File: src/hdl/rsi_div_pipe.sv
// Pipelined restoring divider, one quotient bit per stage.
`default_nettype none
module rsi_div_pipe #(
	parameter int NUM_W = 16,
	parameter int DEN_W = 8,
	parameter int Q_W   = 8
) (
	input  logic             clk,
	input  logic             en,
	input  logic [NUM_W-1:0] num,
	input  logic [DEN_W-1:0] den,
	output logic [Q_W-1:0]   quo
);

	localparam int IW = NUM_W + DEN_W + Q_W;

	logic [NUM_W-1:0] rem_s [1:Q_W];
	logic [DEN_W-1:0] den_s [1:Q_W];
	logic [Q_W-1:0]   quo_s [1:Q_W];

	for (genvar k = 0; k < Q_W; k++) begin : g_stage
		logic [NUM_W-1:0] rem_in;
		logic [DEN_W-1:0] den_in;
		logic [Q_W-1:0]   quo_in;
		logic [IW-1:0]    trial;
		logic             take;

		if (k == 0) begin : g_first
			assign rem_in = num;
			assign den_in = den;
			assign quo_in = '0;
		end else begin : g_next
			assign rem_in = rem_s[k];
			assign den_in = den_s[k];
			assign quo_in = quo_s[k];
		end

		assign trial = IW'(den_in) << (Q_W - 1 - k);
		assign take  = IW'(rem_in) >= trial;

		always_ff @(posedge clk) begin
			if (en) begin
				rem_s[k+1] <= take ? NUM_W'(IW'(rem_in) - trial) : rem_in;
				den_s[k+1] <= den_in;
				quo_s[k+1] <= take ? (quo_in | (Q_W'(1) << (Q_W - 1 - k))) : quo_in;
			end
		end
	end

	assign quo = quo_s[Q_W];

endmodule
`default_nettype wire

File: config.mk
export PLATFORM = sky130hd
export DESIGN_NAME = rsi_div_pipe
export DESIGN_NICKNAME = d
export VERILOG_FILES = /design/src/hdl/rsi_div_pipe.sv
export SDC_FILE = /design/constraint.sdc
export NUM_CORES = 1
export LEC_CHECK = 0
export BUFFER_PORTS_ARGS = -buffer_cell sky130_fd_sc_hd__buf_4
export CAP_MARGIN = 15
export CORE_AREA = 2 2 140 142
export CTS_BUF_LIST = sky130_fd_sc_hd__clkbuf_2 sky130_fd_sc_hd__clkbuf_4 sky130_fd_sc_hd__clkbuf_8
export DETAILED_ROUTE_END_ITERATION = 10
export DIE_AREA = 0 0 142 144
export PLACE_DENSITY_LB_ADDON = 0.1
export SKIP_CTS_REPAIR_TIMING = 1
export SYNTH_ARGS = -nofsm -noshare
export SYNTH_HDL_FRONTEND = slang
export SYNTH_SLANG_ARGS = --single-unit
File: constraint.sdc
create_clock -name clk -period 2.49 [get_ports clk]
set_clock_uncertainty 0.1 [all_clocks]
set_input_delay 0.3735 -clock clk [delete_from_list [all_inputs] [get_ports clk]]
set_output_delay 0.3735 -clock clk [all_outputs]
set_load 0.02 [all_outputs]
Word-level counts from Yosys, hierarchy flattened
Memories as Yosys holds them, arrays and structs flattened.
Cells that the tools add are included.
{"block": "classes", "add_sub_neg": 8, "magnitude_cmp": 8, "n_mux": 18}
{"operator": "16-bit two-way mux", "n": 8}
{"operator": "16-bit by 10-bit greater-or-equal comparator with 1-bit output", "n": 1}
{"operator": "16-bit by 11-bit greater-or-equal comparator with 1-bit output", "n": 1}
{"operator": "16-bit by 12-bit greater-or-equal comparator with 1-bit output", "n": 1}
{"operator": "16-bit by 13-bit greater-or-equal comparator with 1-bit output", "n": 1}
{"operator": "16-bit by 14-bit greater-or-equal comparator with 1-bit output", "n": 1}
{"operator": "16-bit by 15-bit greater-or-equal comparator with 1-bit output", "n": 1}
{"operator": "16-bit by 8-bit greater-or-equal comparator with 1-bit output", "n": 1}
{"operator": "16-bit by 9-bit greater-or-equal comparator with 1-bit output", "n": 1}
{"operator": "16-bit by 10-bit subtractor with 16-bit output", "n": 1}
{"operator": "16-bit by 11-bit subtractor with 16-bit output", "n": 1}
{"operator": "16-bit by 12-bit subtractor with 16-bit output", "n": 1}
{"operator": "16-bit by 13-bit subtractor with 16-bit output", "n": 1}
{"operator": "16-bit by 14-bit subtractor with 16-bit output", "n": 1}
{"operator": "16-bit by 15-bit subtractor with 16-bit output", "n": 1}
{"operator": "16-bit by 8-bit subtractor with 16-bit output", "n": 1}
{"operator": "16-bit by 9-bit subtractor with 16-bit output", "n": 1}
{"operator": "8-bit two-way mux", "n": 1}
{"operator": "7-bit two-way mux", "n": 1}
{"operator": "6-bit two-way mux", "n": 1}
{"operator": "5-bit two-way mux", "n": 1}
{"operator": "4-bit two-way mux", "n": 1}
{"operator": "1-bit two-way mux", "n": 3}
{"operator": "3-bit two-way mux", "n": 1}
{"operator": "2-bit two-way mux", "n": 1}
{"block": "word_totals", "register_bits": 0, "mem_bits_rw": 256, "input_bits": 26, "elab_cells": 37, "n_memories": 3}
{"memory": "rem_s", "depth": 8, "word_bits": 16, "rd": 7, "rd_clocked_by_memory_dff": 0, "write_ports": 8, "line_no": "17", "rtl": "logic [NUM_W-1:0] rem_s [1:Q_W];"}
{"memory": "den_s", "depth": 8, "word_bits": 8, "rd": 7, "rd_clocked_by_memory_dff": 0, "write_ports": 8, "line_no": "18", "rtl": "logic [DEN_W-1:0] den_s [1:Q_W];"}
{"memory": "quo_s", "depth": 8, "word_bits": 8, "rd": 8, "rd_clocked_by_memory_dff": 0, "write_ports": 8, "line_no": "19", "rtl": "logic [Q_W-1:0] quo_s [1:Q_W];"}

Logic depth before layout (Yosys ltp)
Gate-level depths: netlist (run 1).
An unclocked memory read counts as a cell.
{"block": "depth", "ltp_word": 3, "mapped_depth": 10, "mapped_depth_nobuf": 10}

Least setup slack after synthesis (run 1)
Ideal clock, no wire load.
{"block": "synth_timing", "path_type": "reg2reg", "startpoint": "register, netlist name rem_s[0][72]", "endpoint": "register, netlist name rem_s[0][86]", "setup_ps": 258, "arrival_ps": 2299, "required_ps": 2132, "path_slack_ps": -167, "path_stages_with_launch": 10, "synth_period_minus_slack_ps": 2657, "cell_sequence": "edfxtp_1 > ha_1 > and4b_1 > nor4bb_1 > or4_1 > a211oi_2 > inv_2 > buf_6 > nor2_1 > a21oi_1"}

==> impl_results.md, run 1 <==
- Syn avg cell area: 12.4 sq um
- Routed Antenna Nets: 0
- CP Data Arrival Time: 2770 ps
- Top post-synthesis cells by area: edfxtp_1, ha_1, o21ai_0, inv_1, xnor2_1
- Failing checks: setup timing
- Initial core utilization: 53.8%
- Met1 Track Usage GR: 17.8%
- Number of port buffers: 33
- Root Driver: clkbuf_8
- YS warnings: 0
- Initial antenna violation count: 0
- Kind of critical path: register to register
- Top-area cell type share of the netlist area: 59.7%
- I/O pin count: 34
- Unrepaired setup endpoints after global routing: true
- Fin crit period: 2610 ps
- FMAX: 383 MHz
- Post-DR vias/cell: 5.60
- DR iter-0 viols: 307
- Gpl congestion: 0.957
- P_leak: 4.98 nW
- CTS Buf Count: 35
- Worst-Skew Late Latency: 520 ps
- Die ar.: 20400 sq um
- Vias: 6970
- Final cycle utilization of the critical path: 105%
- Most common cell in the netlist: edfxtp_1
- Distinct cells, synth: 59
- PD cells: 911 nW/um^2
- Final core occ: 67.1%
- GRT Total Usage: 19.3%
- Core footprint: 19100 sq um
- Congestion Overflow GR: 0
- Met3 GRT Util: 3.54%
- Layout cells sized above 1: 26.3%
- Setup Viol. Count Final: 16
- Worst setup margin: -121 ps
- Critical path peak fanout: 7
- CP Capture Type: register
- Syn nets: 922
- DRC: 0
- Pre-antenna DRT Iters: 5
- Post-synth EDFFs: 204
- Slew margin rel.: 57.0%
- Post-DP HPWL: 14.2 mm
- Clock Sinks: 204
- Syn Std Cell Area: 10300 sq um
- Num rows: 51
- Area leader, netlist: edfxtp_1
- H-tree depth: 2
- Antenna diode count: 0
- Routed wire per std cell: 16.3 um
- Async SR Flop Fraction: 0%
- Clk pin slew, worst setup/hold paths: 60 ps
- Nets: 1079
- Sequential-to-total area share from yosys stat: 59.7%
- Hold crit path type: input pin to register
- Critical Path Source Type: register
- Largest net degree at the start of global routing: 48
- Filler Cell Count: 1367
- Main flop type after synthesis: edfxtp_1
- Max Slew Vio Count: 0
- Worst-Margin Slew: 640 ps
- Max-cap violations: 0
- Die X: 142 um
- Clk buf depth: 3
- Post-synthesis register bit count: 204
- GRT busiest layer: met2
- Chip height: 144 um
- M2 GR Usage: 38.0%
- Area grow syn2layout: 24.9%
- Endpoints failing hold: 0
- Outcome: complete, but fails checks
- Max IR drop VDD: 0.443 mV
- First-pass GRT wire length: 31.2 mm
- CTS tree: built
- Worst EP required: 2650 ps
- Worst hold slack: 44.7 ps
- Vias in the first global route: 7008
- Top post-synthesis cells by count: edfxtp_1, inv_1, ha_1, nor2_1, o21ai_0
- Cells after Synth: 825
- DRT Wirelength: 20.2 mm
-- metrics by stage --
stage	instances	power (mW)	TNS, ps	cell area [sq um]	setup slack (ps)
2_1_floorplan	825	7.24	0	10400	3.58
3_3_place_gp	1152	8.12	-1160	11400	-114
6_report	1244	11.7	-985	12800	-121
4_1_cts	1213	11.2	-3850	12100	-216
3_5_place_dp	1152	8.30	-3060	11400	-185
5_1_grt	1244	12.3	-3190	12800	-198
-- power by group --
part	switching (mW)	leakage (nW)	internal (mW)
registers	0.409	1.96	4.63
clock network	1.29	0.350	1.61
logic	1.91	2.67	1.82
total	3.61	4.98	8.06
-- path summary, 6_finish.rpt --
path / start / endpoint / slack (ps) / cells after the start
max: rem_s[0][73]$_DFFE_PP_ / rem_s[0][83]$_DFFE_PP_ / -120 / 9
min: num[7] / rem_s[0][23]$_DFFE_PP_ / 40 / 3
max reg2reg: rem_s[0][73]$_DFFE_PP_ / rem_s[0][83]$_DFFE_PP_ / -120 / 9
min reg2reg: quo_s[1][15]$_DFFE_PP_ / quo_s[2][7]$_DFFE_PP_ / 320 / 0
-- per-layer routing --
metal	wire length (um)	vias up
li1	-	3375
met1	6950	3352
met2	11400	168
met3	721	75
met4	1120	0
met5	0	-
-- flip-flops by register name, indices dropped and copies added, names as in the netlist --
name,flops
rem_s,112
quo_s,36
den_s,56
-- critical path, cell delays in order, from the launching register on --
cell and delay (ps):
edfxtp_1 440, ha_4 280, and4b_1 220, nor4bb_4 170, or4_4 430, a211oi_4 310
inv_4 110, buf_12 170, nor2_4 90, a21oi_2 30
-- kinds of logic after synthesis --
kind of cell	count (synthesis)	synth area share, %
simple gates	215	10.9
flops	204	59.7
compound gates	188	11.5
buf+inv	85	3.21
fa+ha+maj	71	9.17
xor+xnor	53	4.53
mux	9	0.988
-- cell usage in the layout (no fill, tap or decap), types with 11 or more instances in the layout --
cell           count
clkbuf_8          37
o21a_1            12
ha_1              54
edfxtp_1         204
xor2_1            21
nand3_1           11
clkbuf_4          11
o21ai_0           53
nand2b_1          17
buf_4             98
dlygate4sd3_1     15
nand2_1           44
xnor2_1           32
inv_1             71
a21o_1            15
a21oi_1           40
nor2_1            56
-- cell type report --
cell class | count | area, sq um | share of cell area [%]
sequential | 204 | 6130 | 47.8
multi-input combinational | 536 | 4310 | 33.7
timing repair buffer | 128 | 1110 | 8.70
clock buffer | 47 | 578 | 4.51
tap | 238 | 298 | 2.32
inverter | 77 | 292 | 2.28
clock inverter | 14 | 90.1 | 0.703
Note: power is estimated with default switching activity, not from simulation.
==> run 2, diff against run 1 <==
ABC_AREA = 1   (was default)
CORE_AREA = 2 2 149 151   (was 2 2 140 142)
DIE_AREA = 0 0 151 153   (was 0 0 142 144)
==> run 2 against run 1 <==
  * The flow now finishes without violations
  * Cell count up 36%
  * Design area is 2.8% higher
  * Global-route usage increased by 1.3 points
  * Clock-buffer cell count is 8 higher
  * Critical endpoint is now rem_s[0][31]$_DFFE_PP_
  * Highest routed layer unchanged
==> impl_results.md, run 2 <==
- Outcome: completed
- Chip height: 153 um
- Max FFs per register: 112
- Pre-CTS WS: 162 ps
- Worst-Margin Slew: 580 ps
- Pre-antenna DRT Iters: 5
- Min-delay src: num[13]
- Number of port buffers: 33
- Sequential-to-total area share from yosys stat: 52.8%
- PD cells: 876 nW/um^2
- Worst EP required: 2660 ps
- Post-synthesis register bit count: 204
- DRC: 0
- Initial antenna violation count: 0
- CP Data Arrival Time: 2460 ps
- Post-DR vias/cell: 5.01
- Hold endpoint: rem_s[0][29]$_DFFE_PP_
- Most frequent cells in the layout: nand2_1, inv_1, edfxtp_1, nor2_1, nand3_1
- Slew margin rel.: 61.3%
- Syn nets: 1387
- Area leader, netlist: edfxtp_1
- Vias in the first global route: 8522
- Top post-synthesis cells by area: edfxtp_1, nand2_1, inv_1, ha_1, nand3_1
- Die ar.: 23100 sq um
- Critical path peak fanout: 4
- Main flop type after synthesis: edfxtp_1
- CTS tree: built
- Endpoints failing hold: 0
- Layout cells sized above 1: 11.9%
- YS warnings: 0
- Final core occ: 61.3%
- CP Capture Type: register
- Largest Register: rem_s
- Post-synth EDFFs: 204
- Area grow syn2layout: 13.5%
- Hold crit path type: input pin to register
- Critical Path Source Type: input pin
- RR Endpoint: rem_s[0][45]$_DFFE_PP_
- Max Slew Vio Count: 0
- I/O pin count: 34
- FMAX: 437 MHz
- Post-DP HPWL: 17.6 mm
- Die X: 151 um
- Routed wire per std cell: 13.4 um
- Syn avg cell area: 9.00 sq um
- CTS Buf Count: 36
- Setup Viol. Count Final: 0
- Setup slack, reg-to-reg: 220 ps
- Congestion Overflow GR: 0
- Fin crit period: 2290 ps
- Distinct cells, synth: 37
- Root Driver: clkbuf_8
- DRT Wirelength: 22.7 mm
- Worst Reg-to-Reg Cells: 10
- Top-area cell type share of the netlist area: 52.8%
- Hold Path Cell Cnt: 3
- R2R Path Start: rem_s[0][22]$_DFFE_PP_
- Num rows: 54
- Worst-Skew Late Latency: 510 ps
- Syn Std Cell Area: 11600 sq um
- GRT Total Usage: 20.6%
- Kind of critical path: input pin to register
- Final cycle utilization of the critical path: 91.9%
- Max IR drop VDD: 0.399 mV
- Clk buf depth: 3
- DR iter-0 viols: 326
- Clock Sinks: 204
- Unrepaired setup endpoints after global routing: false
- Clk pin slew, worst setup/hold paths: 60 ps
- P_leak: 6.15 nW
- Most common cell in the netlist: nand2_1
- Nets: 1483
- Commonest non-fill, non-tap cell in the layout: nand2_1
- H-tree depth: 2
- Final setup TNS: 0 ps
- Initial core utilization: 54.0%
- Routed Antenna Nets: 0
- Largest net degree at the start of global routing: 65
- Cells after Synth: 1290
- First-pass GRT wire length: 37.5 mm
- Top flop regs: rem_s (112), den_s (56), quo_s (36)
- Max-cap violations: 0
- Worst setup margin: 202 ps
- Core footprint: 21500 sq um
- Filler Cell Count: 1875
- Gpl congestion: 0.854
- Vias: 8468
- Async SR Flop Fraction: 0%
- Top post-synthesis cells by count: nand2_1, inv_1, edfxtp_1, nor2_1, nand3_1
- Antenna diode count: 0
==> run 2: cell count changes after synthesis, moves of 23 or more <==
cell     delta
xnor2_1    -23
inv_1     +145
nor2_1     +37
nand3_1    +63
nand2_1   +379
o21ai_0    -41
==> run 2: final cells by class <==
type,instances,area (sq um),share of cell area (%)
inverters,228,856,6.50
flip-flops and latches,204,6130,46.5
clock buffers,55,644,4.89
repair buffers,64,587,4.46
clock inverters,8,50.0,0.380
well taps,280,350,2.66
multi-input cells,852,4550,34.6
==> run 2: logic make-up after synthesis <==
family,share of synthesized area [%]
AO/OA/AOI/OAI,3.95
XOR/XNOR,2.04
adder cells (fa/ha/maj),8.11
buffers and inverters,7.99
flip-flops,52.8
AND/OR/NAND/NOR,25.1
==> run 2: worst max path at each step <==
stage	start	end	cells past startpoint
6_report	den[0]	rem_s[0][31]$_DFFE_PP_	10
2_1_floorplan	den_s[0][24]$_DFFE_PP_	rem_s[0][75]$_DFFE_PP_	9
5_1_grt	den[0]	rem_s[0][31]$_DFFE_PP_	10
3_3_place_gp	den_s[0][32]$_DFFE_PP_	rem_s[0][93]$_DFFE_PP_	8
4_1_cts	den_s[0][32]$_DFFE_PP_	rem_s[0][93]$_DFFE_PP_	8
3_5_place_dp	den_s[0][32]$_DFFE_PP_	rem_s[0][93]$_DFFE_PP_	8
==> run 2: power by group <==
part           switching (mW)  internal (mW)  leakage (nW)
sequential              0.317           4.57          1.97
combinational            2.31           1.39          3.81
clock                    1.29           1.65         0.374
==> run 2: stage by stage <==
stage	power [mW]	hold WS, ps	cell area, sq um	std cells
after global routing	12.4	64.3	13200	1691
after global placement	8.56	301	12300	1613
after detailed placement	8.64	305	12300	1613
after floorplan	7.71	300	11600	1290
final	11.5	89.4	13200	1691
after CTS	11.6	-87.9	13000	1676
==> run 2: worst max-delay path, cell delays in order <==
cell and delay (ps):
dlygate4sd3_1 540, buf_4 140, ha_1 240, fa_1 420
o21ai_0 390, nand2_1 120, nand3b_1 110, nand2_1 50
nand2_1 50, inv_1 30
==> run 2: layer usage <==
metal	vias to the layer above	track usage (%)	share of wire (%)
li1	4375	-	-
met1	3855	19.1	35
met2	160	41.6	57
met3	78	3.67	3.3
met4	0	10.3	4.6
met5	-	0	0
