File: src/hdl/rsi_sqrt_pipe.sv
// Pipelined integer square root, one result bit per stage.
`default_nettype none
module rsi_sqrt_pipe #(
	parameter int OUT_W = 8
) (
	input  logic                 clk,
	input  logic                 en,
	input  logic [2*OUT_W-1:0]   radicand,
	output logic [OUT_W-1:0]     root
);

	localparam int IN_W = 2 * OUT_W;
	localparam int IW   = IN_W + 2;

	logic [IN_W-1:0]  rem_s  [1:OUT_W];
	logic [OUT_W-1:0] root_s [1:OUT_W];

	for (genvar k = 0; k < OUT_W; k++) begin : g_stage
		logic [IN_W-1:0]  rem_in;
		logic [OUT_W-1:0] root_in;
		logic [IW-1:0]    term;
		logic             take;

		if (k == 0) begin : g_first
			assign rem_in  = radicand;
			assign root_in = '0;
		end else begin : g_next
			assign rem_in  = rem_s[k];
			assign root_in = root_s[k];
		end

		// (r + 2^b)^2 - r^2 = r*2^(b+1) + 2^(2b)
		assign term = (IW'(root_in) << (OUT_W - k)) + (IW'(1) << (2 * (OUT_W - 1 - k)));
		assign take = IW'(rem_in) >= term;

		always_ff @(posedge clk) begin
			if (en) begin
				rem_s[k+1]  <= take ? IN_W'(IW'(rem_in) - term) : rem_in;
				root_s[k+1] <= take ? (root_in | (OUT_W'(1) << (OUT_W - 1 - k))) : root_in;
			end
		end
	end

	assign root = root_s[OUT_W];

endmodule
`default_nettype wire

File: config.mk
export PLATFORM = sky130hd
export DESIGN_NAME = rsi_sqrt_pipe
export DESIGN_NICKNAME = d
export VERILOG_FILES = /design/src/hdl/rsi_sqrt_pipe.sv
export SDC_FILE = /design/constraint.sdc
export NUM_CORES = 1
export LEC_CHECK = 0
export BUFFER_PORTS_ARGS = -buffer_cell sky130_fd_sc_hd__buf_2
export CORE_MARGIN = 2
export CORE_UTILIZATION = 30
export DETAILED_ROUTE_END_ITERATION = 8
export PLACE_DENSITY = 0.42
export SLEW_MARGIN = 10
export SYNTH_ARGS = -nofsm -noshare
export SYNTH_HDL_FRONTEND = slang
export SYNTH_SLANG_ARGS = --single-unit
export TNS_END_PERCENT = 10
File: constraint.sdc
create_clock -name clk -period 6.2 [get_ports clk]
set_input_delay 1.24 -clock clk [delete_from_list [all_inputs] [get_ports clk]]
set_output_delay 1.24 -clock clk [all_outputs]
set_load 0.03 [all_outputs]
# ---- After elaboration in Yosys (flattened, before gate mapping)
# Memories as Yosys holds them, arrays and structs flattened.
# Index checks and enable logic that the tools add are counted.
dict set report totals {
  regBits 0
  ramBits 192
  input_bits 18
  output_inout_bits 8
  word_cells 43
  n_memories 2
}
# memory words width rd rd_ports_with_merged_regs write_ports line
set memory_table {}
lappend memory_table {rem_s 8 16 7 0 8 15} ;# logic [IN_W-1:0] rem_s [1:OUT_W];
lappend memory_table {root_s 8 8 8 0 8 16} ;# logic [OUT_W-1:0] root_s [1:OUT_W];
dict set report classes {
  add_sub_neg 15
  n_lt_le_gt_ge 8
  n_mux 18
}
# operator count
set ops {}
lappend ops {{two-way mux 16 bit} 8}
lappend ops {{adder 15 x 13 -> 16 bit, second input constant} 1}
lappend ops {{>= comparator 16 x 10 -> 1 bit} 1}
lappend ops {{>= comparator 16 x 11 -> 1 bit} 1}
lappend ops {{>= comparator 16 x 12 -> 1 bit} 1}
lappend ops {{>= comparator 16 x 13 -> 1 bit} 1}
lappend ops {{>= comparator 16 x 14 -> 1 bit} 1}
lappend ops {{>= comparator 16 x 15 -> 1 bit} 1}
lappend ops {{>= comparator 16 x 15 -> 1 bit, second input constant} 1}
lappend ops {{>= comparator 16 bit} 1}
lappend ops {{subtractor 16 x 10 -> 16 bit} 1}
lappend ops {{subtractor 16 x 11 -> 16 bit} 1}
lappend ops {{subtractor 16 x 12 -> 16 bit} 1}
lappend ops {{subtractor 16 x 13 -> 16 bit} 1}
lappend ops {{subtractor 16 x 14 -> 16 bit} 1}
lappend ops {{subtractor 16 x 15 -> 16 bit} 1}
lappend ops {{subtractor 16 x 15 -> 16 bit, second input constant} 1}
lappend ops {{subtractor 16 bit} 1}
lappend ops {{adder 14 x 11 -> 15 bit, second input constant} 1}
lappend ops {{adder 13 x 9 -> 14 bit, second input constant} 1}
lappend ops {{adder 12 x 7 -> 13 bit, second input constant} 1}
lappend ops {{adder 11 x 5 -> 12 bit, second input constant} 1}
lappend ops {{adder 10 x 3 -> 11 bit, second input constant} 1}
lappend ops {{adder 9 x 1 -> 10 bit, second input constant} 1}
lappend ops {{8 further kinds} 10}

# ---- Logic depth before layout (Yosys ltp)
# Gate-level depths: netlist of run 1.
# An unclocked memory read counts as a cell.
dict set report logic_depth {
  ltp_word 4
  depth_mapped 9
  ltp_nobuf 8
}

# ---- Worst setup path before layout of run 1
# No wires, ideal clock.
dict set report synth_timing {
  kind {reg2reg}
  start {register rem_s[0][100] (netlist name)}
  end {register rem_s[0][123] (netlist name)}
  setup_ns 0.267
  arrival_ns 2.009
  required_ns 5.933
  slack_ns 3.925
  stages_incl_launch_ff 8
  n_path_buf 0
  synth_period_minus_slack_ns 2.275
  path_cell_list {edfxtp_1 -> ha_1 -> o21a_1 -> or4_1 -> and3_1 -> a211o_1 -> o31ai_1 -> o21ai_0}
}

==> impl_metrics.env, run 1 <==
export IMPL_syn_area_um2=6768
export IMPL_critical_path_class="flip-flop to flip-flop"
export IMPL_startpoint_type="flip-flop"
export IMPL_wire_per_inst_um=13.86
export IMPL_die_area_um2=23780
export IMPL_initial_core_util_pct=30.82
export IMPL_worst_slew_pin_slew_ns=0.9956
export IMPL_syn_nets=559
export IMPL_timing_critical_path_required_ns=6.35
export IMPL_cts_clk_slew_worst_paths_ns=0.06
export IMPL_port_buffers=25
export IMPL_power_switching_fraction_pct=25.84
export IMPL_post_synth_main_area_contributors="edfxtp_1, ha_1, xor2_1"
export IMPL_ys_seq_area_share_pct=65.67
export IMPL_sequentialPowerShare_pct=47.9
export IMPL_drc=0
export IMPL_fp_dieW_um=154.2
export IMPL_rsz0062_at_grt="no"
export IMPL_tritoncts_clock_tree="yes"
export IMPL_yosys_most_used_dff="edfxtp_1"
export IMPL_chipHeight_um=154.2
export IMPL_timing_hold_worst_class="flip-flop to flip-flop"
export IMPL_max_slew_margin_rel_pct=33.26
export IMPL_final_period_utilization_pct=47.57
export IMPL_coreArea_um2=21960
export IMPL_setup_violations=0
export IMPL_setup_worst_path_end="rem_s[0][111]"
export IMPL_maximum_number_of_pins_on_one_net_before_global_route_repair=103
export IMPL_status="finished clean"
export IMPL_hpwl_after_dpl_um=8178
export IMPL_cts_root_buf="clkbuf_16"
export IMPL_clock_latency_ns=0.41
export IMPL_final_routed_wirelength_um=11560
export IMPL_vias_per_cell=4.567
export IMPL_htree_num_levels=4
export IMPL_worst_ir_drop_vdd_uv=174.9
export IMPL_drt_iter0_drc=230
export IMPL_cp_arrival_ns=3.09
export IMPL_netlist_top_cells_count="edfxtp_1, inv_1, ha_1"
export IMPL_number_of_global_route_vias_before_repair=4008
export IMPL_crit_start="rem_s[0][86]"
export IMPL_multi_input_combinational_cell_area_um2=2120
export IMPL_cts_hold_fix_buffers=0
export IMPL_fin_nets=600
export IMPL_count_of_maximum_capacitance_violations=0
export IMPL_finalSetupTns_ns=0
export IMPL_netlist_cell_type_count=45
export IMPL_row_count=54
export IMPL_netSwitchingPower_mw=0.7254
export IMPL_ant_nets=0
export IMPL_globalRoute_totalOverflow=0
export IMPL_internal_power_mw=2.082
export IMPL_drtPass1Iterations=4
export IMPL_hold_viol_final=0
export IMPL_final_layout_size_suffix_gt1_share_pct=11.91
export IMPL_num_fill_cells=2109
export IMPL_synth_most_common_cell="edfxtp_1"
export IMPL_grtUsageTotal_pct=10.18
export IMPL_synthDominantCellAreaShare_pct=65.67
export IMPL_rrSetupSlack_ns=3.25
export IMPL_cp_end_kind="flip-flop"
export IMPL_area_delta_synth_final_pct=15.81
export IMPL_power_mw=2.808
export IMPL_yosysWarningCount=0
export IMPL_post_cts_resized=0
export IMPL_period_minus_slack_ns=2.950
export IMPL_cellPowerDensity_nw_per_um2=358.2
export IMPL_fmax_mhz=339.0
export IMPL_timing_reg2reg_worst_path_depth=7
export IMPL_postSynthRegisterBits=148
export IMPL_syn_avg_cell_area_um2=13.51
export IMPL_cts_setup_buffers=0
export IMPL_clock_power_share_pct=37.4
export IMPL_count_of_antenna_diodes_in_the_layout=0
export IMPL_synth_top_area_cell="edfxtp_1"
export IMPL_cts_path_max_buffers=2
export IMPL_fin_skew_ns=0.008504
export IMPL_combPwrFrac_pct=14.8
export IMPL_p_leak_nw=2.973
export IMPL_initial_antenna_violation_count=0
export IMPL_cp_max_fo=17
export IMPL_report_final_slew_viol_count=0
export IMPL_finish_utilization_pct=35.69
export IMPL_wire_length_of_the_first_global_routing_pass_um=18750
export IMPL_pin_count=26
export IMPL_routed_via_count=3809
export IMPL_hold_slack_ns=0.4486
export IMPL_tritoncts_num_buffers=17
export IMPL_seqCellArea_um2=4444
export IMPL_async_flop_share_pct=0
export IMPL_numClockSinks=148
export IMPL_r2r_start="rem_s[0][86]"
export IMPL_r2r_end="rem_s[0][111]"
export IMPL_gpl_final_weighted_congestion=0.8325
export IMPL_synth_edf_count=148
export IMPL_synthesis_instances=501
==> worst min path at each step <==
stage                  start            end  slack (ns)  depth (start not counted)
4_1_cts        root_s[0][45]  root_s[0][53]        0.45                          0
3_3_place_gp    rem_s[0][16]   rem_s[0][32]        0.43                          0
2_1_floorplan   rem_s[0][32]   rem_s[0][48]        0.42                          0
3_5_place_dp   root_s[0][45]  root_s[0][53]        0.43                          0
6_report       root_s[0][59]  root_s[0][67]        0.45                          0
5_1_grt        root_s[0][45]  root_s[0][53]        0.45                          0
==> per-stage QoR <==
stage | instances | setup slack, ns | instance area (µm²)
after floorplan | 501 | 3.925 | 6768
after global placement | 803 | 3.226 | 7237
after detailed placement | 803 | 3.174 | 7237
after CTS | 834 | 3.286 | 7838
after global routing | 834 | 3.008 | 7838
final | 834 | 3.250 | 7838
==> final cells by class <==
cell class | count | share of cell area, %
flip-flops and latches | 148 | 56.70
multi-input cells | 300 | 27.04
clock buffers | 17 | 5.428
well taps | 280 | 4.470
inverters | 49 | 2.347
clock inverters | 14 | 2.235
repair buffers | 26 | 1.772
==> power by group through the flow <==
stage                     sequential [mW]  clock, mW  combinational [mW]
after floorplan                      1.34          0               0.307
after global placement               1.36          0               0.408
after detailed placement             1.36          0               0.414
after CTS                            1.34       1.08               0.416
after global routing                 1.36       1.12               0.471
final                                1.34       1.05               0.415
==> kinds of logic after synthesis <==
logic type,after synthesis,synth area share [%]
xor+xnor,34,4.400
compound gates,91,8.634
simple gates,129,9.946
mux,6,0.9429
fa+ha+maj,40,7.395
flops,148,65.67
buf+inv,53,3.014
==> worst max-delay path: stages, from the launching register on <==
cell and delay (ns):
edfxtp_1 0.40, ha_1 0.36, nor2b_1 0.16, o21ai_0 0.38, a31oi_1 0.18, nor3_2 0.84, nor4b_1 0.16, xor2_1 0.20
==> sequential cells by signal (all words and copies together) (netlist names) <==
| name | cells |
|---|---|
| rem_s | 112 |
| root_s | 36 |
==> metal layers <==
metal	GRT usage [%]	up-vias	routed length [µm]
met4	4.406	0	286
met3	3.362	14	365
met5	0	-	0
li1	-	1943	-
met1	9.537	1792	4550
met2	19.97	60	6360
==> cell usage in the layout (no fill, tap or decap), types with 3 or more instances in the layout <==
cell / count
a21o_1: 5
a21oi_1: 18
and3_1: 4
buf_2: 24
bufinv_16: 3
clkbuf_16: 17
edfxtp_1: 148
ha_1: 40
inv_1: 49
inv_6: 6
mux2_2: 3
mux2i_1: 3
nand2_1: 35
nand2b_1: 5
nand3_1: 3
nand4_1: 3
nor2_1: 27
nor2b_1: 5
nor3_1: 14
nor3_2: 3
nor4_1: 10
nor4b_1: 4
o21a_1: 10
o21ai_0: 34
o31ai_1: 5
or3_1: 5
or4_1: 3
xnor2_1: 12
xor2_1: 22
Power figures use the tool's default switching activity.
==> inputs of run 2 (changes only) <==
==> constraint.sdc (replaced) <==
create_clock -name clk -period 3 [get_ports clk]
set_input_delay 0.6 -clock clk [delete_from_list [all_inputs] [get_ports clk]]
set_output_delay 0.6 -clock clk [all_outputs]
set_load 0.03 [all_outputs]
==> impl_metrics.env, run 2 (synthesis gave the netlist of run 1 again) <==
export IMPL_status="finished clean"
export IMPL_number_of_global_route_vias_before_repair=4156
export IMPL_fin_cells=839
export IMPL_cts_root_buf="clkbuf_16"
export IMPL_timing_critical_path_slowest_cell_delay_ns=0.45
export IMPL_layout_common_cells="edfxtp_1, inv_1, ha_1"
export IMPL_cts_setup_buffers=0
export IMPL_initial_antenna_violation_count=0
export IMPL_grtUsageTotal_pct=10.85
export IMPL_die_area_um2=23780
export IMPL_multi_input_combinational_cell_area_um2=2120
export IMPL_final_period_utilization_pct=88.78
export IMPL_critPathSlowestCell="o21ai_0"
export IMPL_drc=0
export IMPL_critical_path_depth=7
export IMPL_crit_path_cell_chain="ha_1, nor2b_1, o21ai_0, a31oi_1, nor3_2, buf_4, o21ai_0"
export IMPL_drt_iter0_drc=258
export IMPL_pin_count=26
export IMPL_count_of_antenna_diodes_in_the_layout=0
export IMPL_count_of_maximum_capacitance_violations=0
export IMPL_holdPathStages=1
export IMPL_maximum_number_of_pins_on_one_net_before_global_route_repair=58
export IMPL_cts_path_max_buffers=2
export IMPL_gpl_final_weighted_congestion=0.8855
export IMPL_timing_reg2reg_worst_path_depth=7
export IMPL_clock_latency_ns=0.42
export IMPL_chipHeight_um=154.2
export IMPL_worst_slew_pin_slew_ns=0.7183
export IMPL_final_layout_size_suffix_gt1_share_pct=12.34
export IMPL_fp_dieW_um=154.2
export IMPL_post_cts_resized=0
export IMPL_ant_nets=0
export IMPL_htree_num_levels=4
export IMPL_largest_reg_by_ff_count="rem_s"
export IMPL_hpwl_after_dpl_um=8732
export IMPL_seqCellArea_um2=4444
export IMPL_routed_via_count=3838
export IMPL_cell_count_post_placement=807
export IMPL_setup_violations=0
export IMPL_rsz0062_at_grt="no"
export IMPL_wire_per_inst_um=14.21
export IMPL_numClockSinks=148
export IMPL_fin_nets=604
export IMPL_fmax_mhz=375.5
export IMPL_initial_core_util_pct=30.82
export IMPL_cellPowerDensity_nw_per_um2=736.8
export IMPL_p_leak_nw=3.003
export IMPL_largest_registers="rem_s: 112 flops, root_s: 36 flops"
export IMPL_tritoncts_num_buffers=17
export IMPL_row_count=54
export IMPL_port_buffers=25
export IMPL_tritoncts_clock_tree="yes"
export IMPL_num_fill_cells=2059
export IMPL_family_with_the_most_delay_on_the_worst_path="compound AO/OA/AOI/OAI gates"
export IMPL_timing_critical_path_required_ns=3.16
export IMPL_cp_arrival_ns=2.82
export IMPL_startpoint_type="flip-flop"
export IMPL_cts_clk_slew_worst_paths_ns=0.06
export IMPL_crit_path_frequent_cell="o21ai_0"
export IMPL_fin_skew_ns=0.01155
export IMPL_worst_path_buf_inv=1
export IMPL_globalRoute_totalOverflow=0
export IMPL_layout_commonest_cell="edfxtp_1"
export IMPL_vias_per_cell=4.574
export IMPL_hold_viol_final=0
export IMPL_area_delta_synth_final_pct=16.69
export IMPL_period_minus_slack_ns=2.663
export IMPL_critical_path_class="flip-flop to flip-flop"
export IMPL_cp_end_kind="flip-flop"
export IMPL_wire_length_of_the_first_global_routing_pass_um=19920
export IMPL_final_routed_wirelength_um=11920
export IMPL_max_slew_margin_rel_pct=51.82
export IMPL_worst_ir_drop_vdd_uv=393.1
export IMPL_cp_max_fo=11
export IMPL_coreArea_um2=21960
export IMPL_report_final_slew_viol_count=0
export IMPL_finish_utilization_pct=35.97
export IMPL_drtPass1Iterations=4
export IMPL_cts_hold_fix_buffers=0
export IMPL_largest_reg_flops=112
export IMPL_timing_hold_worst_class="primary input to flip-flop"
export IMPL_finalSetupTns_ns=0
==> run 2: changes by cell type in the layout (fill, tap and decap cells not counted) <==
cell,change
inv_8,+1
inv_6,-1
clkinv_2,-1
buf_12,+2
clkbuf_1,+2
buf_4,+2
==> run 2: worst paths after layout <==
kind | startpoint | end | slack (ns)
worst max register to register | rem_s[0][86] | rem_s[0][103] | 0.34
worst min-delay path | radicand[10] | rem_s[0][26] | 0.35
worst max-delay path | rem_s[0][86] | rem_s[0][103] | 0.34
worst min register to register | root_s[0][45] | root_s[0][53] | 0.45
==> run 2: layout make-up <==
class | count | share of cell area (%)
Timing Repair Buffer | 30 | 2.456
Tap cell | 280 | 4.436
Clock buffer | 19 | 5.482
Multi-Input combinational cell | 300 | 26.84
Inverter | 49 | 2.329
Clock inverter | 13 | 2.186
Sequential cell | 148 | 56.27
==> run 2: per-layer routing <==
layer  GRT usage (%)  vias up  wire length [µm]
met4           4.762        0               291
met2           20.82       61              6719
li1                -     1948                 -
met1           10.61     1813              4536
met3           3.446       16               377
met5               0        -                 0
==> run 2: report_power, final <==
part           switching [mW]  internal, mW
Clock                   0.853          1.33
Combinational           0.491         0.373
Sequential              0.157          2.62
Total                    1.50          4.32
==> run 2: worst register-to-register path, cell delays in order (launching register included) <==
cell	delay, ns
edfxtp_1	0.39
ha_1	0.36
nor2b_1	0.17
o21ai_0	0.45
a31oi_1	0.21
nor3_2	0.44
buf_4	0.26
o21ai_0	0.12
==> run 2: through the flow <==
| step | area (µm²) | setup WS [ns] | total power, mW | hold slack, ns |
|---|---|---|---|---|
| 2_1_floorplan | 6768 | 0.7247 | 3.407 | 0.4166 |
| 3_3_place_gp | 7292 | 0.4572 | 3.666 | 0.4330 |
| 3_5_place_dp | 7292 | 0.3813 | 3.687 | 0.4348 |
| 4_1_cts | 7898 | 0.3600 | 5.882 | 0.3326 |
| 5_1_grt | 7898 | 0.1723 | 6.132 | 0.3288 |
| 6_report | 7898 | 0.3367 | 5.819 | 0.3540 |
==> inputs of run 3 (changes only) <==
--- a/config.mk
+++ b/config.mk
@@ -6,6 +6,7 @@
 export NUM_CORES = 1
 export LEC_CHECK = 0
 export BUFFER_PORTS_ARGS = -buffer_cell sky130_fd_sc_hd__buf_2
+export CORE_ASPECT_RATIO = 0.7
 export CORE_MARGIN = 2
 export CORE_UTILIZATION = 30
 export DETAILED_ROUTE_END_ITERATION = 8
==> impl_metrics.env, run 3 (synthesis gave the netlist of run 1 again) <==
export IMPL_wire_length_of_the_first_global_routing_pass_um=20780
export IMPL_cts_path_max_buffers=2
export IMPL_worst_ir_drop_vdd_uv=399.4
export IMPL_worst_path_buf_inv=0
export IMPL_htree_num_levels=4
export IMPL_drtPass1Iterations=5
export IMPL_cp_end_kind="flip-flop"
export IMPL_largest_registers="rem_s: 112 flops, root_s: 36 flops"
export IMPL_initial_antenna_violation_count=0
export IMPL_crit_path_cell_chain="ha_1, nor2b_1, o21ai_0, a21boi_0, or4_1, mux2_2"
export IMPL_cp_arrival_ns=2.81
export IMPL_final_period_utilization_pct=87.61
export IMPL_cts_hold_fix_buffers=0
export IMPL_layout_setup_ws_ns=0.3716
export IMPL_layout_commonest_cell="edfxtp_1"
export IMPL_detailroute_wirelength_met2_um=5832
export IMPL_coreArea_um2=21900
export IMPL_critical_path_class="flip-flop to flip-flop"
export IMPL_finish_utilization_pct=36.08
export IMPL_gpl_final_weighted_congestion=0.8483
export IMPL_cp_max_fo=12
export IMPL_maximum_number_of_pins_on_one_net_before_global_route_repair=61
export IMPL_fmax_mhz=380.5
export IMPL_number_of_global_route_vias_before_repair=4045
export IMPL_initial_core_util_pct=30.90
export IMPL_grtUsageTotal_pct=11.64
export IMPL_placedInstanceArea_um2=7307
export IMPL_rrSetupSlack_ns=0.37
export IMPL_status="finished clean"
export IMPL_area_delta_synth_final_pct=16.77
export IMPL_count_of_maximum_capacitance_violations=0
export IMPL_holdPathEnd="rem_s[0][29]"
export IMPL_timing_critical_path_slowest_cell_delay_ns=0.74
export IMPL_detailroute_wirelength_met3_um=343
export IMPL_largest_reg_flops=112
export IMPL_drt_iter0_drc=244
export IMPL_globalRoute_totalOverflow=0
export IMPL_holdPathStages=1
export IMPL_cts_setup_buffers=0
export IMPL_source_of_the_worst_hold_timing_path="radicand[13]"
export IMPL_family_with_the_most_delay_on_the_worst_path="simple AND/OR/NAND/NOR gates"
export IMPL_port_buffers=25
export IMPL_cellPowerDensity_nw_per_um2=731.0
export IMPL_die_area_um2=23800
export IMPL_route_layer_met1_wl_um=5925
export IMPL_largest_reg_by_ff_count="rem_s"
export IMPL_p_leak_nw=3.007
export IMPL_count_of_antenna_diodes_in_the_layout=0
export IMPL_fp_dieW_um=183.5
export IMPL_setup_violations=0
export IMPL_post_cts_resized=0
export IMPL_layout_common_cells="edfxtp_1, inv_1, ha_1"
export IMPL_startpoint_type="flip-flop"
export IMPL_critPathSlowestCell="or4_1"
export IMPL_cts_root_buf="clkbuf_16"
export IMPL_final_routed_wirelength_um=12290
export IMPL_row_count=45
export IMPL_max_slew_margin_rel_pct=49.25
export IMPL_fin_skew_ns=0.007684
export IMPL_hpwl_after_dpl_um=8950
export IMPL_numClockSinks=148
export IMPL_r2r_end="rem_s[0][75]"
export IMPL_period_minus_slack_ns=2.628
export IMPL_hold_viol_final=0
export IMPL_tritoncts_num_buffers=17
export IMPL_rsz0062_at_grt="no"
export IMPL_routed_via_count=3880
export IMPL_final_layout_size_suffix_gt1_share_pct=12.70
export IMPL_tritoncts_clock_tree="yes"
export IMPL_clock_latency_ns=0.43
export IMPL_ant_nets=0
export IMPL_timing_reg2reg_worst_path_depth=6
export IMPL_worst_slew_pin_slew_ns=0.7567
export IMPL_pin_count=26
export IMPL_r2r_start="rem_s[0][58]"
export IMPL_chipHeight_um=129.7
export IMPL_wire_per_inst_um=14.62
export IMPL_top_layer_used="met4"
export IMPL_timing_critical_path_required_ns=3.18
export IMPL_timing_hold_worst_class="primary input to flip-flop"
export IMPL_postLayoutCellArea_um2=7903
export IMPL_place_worst_setup_slack_ns=0.4014
export IMPL_finalSetupTns_ns=0
export IMPL_cts_clk_slew_worst_paths_ns=0.07
export IMPL_fin_nets=604
export IMPL_report_final_slew_viol_count=0
export IMPL_vias_per_cell=4.614
export IMPL_drc=0
-- run 3: cell count changes in the layout (fill, tap and decap cells not counted) --
cell        change
buf_12          +1
bufinv_16       -1
clkbuf_1        -2
clkinvlp_4      -1
clkinv_4        +4
buf_4           -1
-- run 3: layout make-up --
class	instances	area [µm²]
inverters	49	183.9
repair buffers	30	206.4
flip-flops and latches	148	4444
well taps	282	352.8
clock buffers	17	425.4
multi-input cells	300	2120
clock inverters	15	170.2
fillers	2113	14000
-- run 3: metal layers --
| layer | vias to the layer above | GRT usage, % |
|---|---|---|
| met5 | - | 0 |
| met3 | 13 | 3.232 |
| met4 | 0 | 5.129 |
| li1 | 1951 | - |
| met1 | 1879 | 14.36 |
| met2 | 37 | 19.29 |
-- run 3: through the flow --
stage	hold slack, ns	total power [mW]	instances
floorplan	0.4166	3.407	501
global placement	0.4290	3.688	809
finish	0.3431	5.777	841
global route	0.3217	6.109	841
CTS	0.3223	5.864	841
detailed placement	0.4302	3.701	809
-- run 3: report_power, final --
part	total, mW	internal (mW)	switching [mW]
registers	2.78	2.62	0.162
clock network	2.13	1.25	0.889
logic	0.861	0.376	0.486
total	5.78	4.24	1.54
-- run 3: worst max-delay path by stage --
stage,start,end,slack [ns],depth (start not counted)
final,rem_s[0][58],rem_s[0][75],0.37,6
after global routing,rem_s[0][58],rem_s[0][75],0.22,6
after CTS,rem_s[0][58],rem_s[0][75],0.38,6
after detailed placement,rem_s[0][74],rem_s[0][93],0.40,7
after global placement,rem_s[0][74],rem_s[0][93],0.39,7
after floorplan,rem_s[0][100],rem_s[0][123],0.72,7
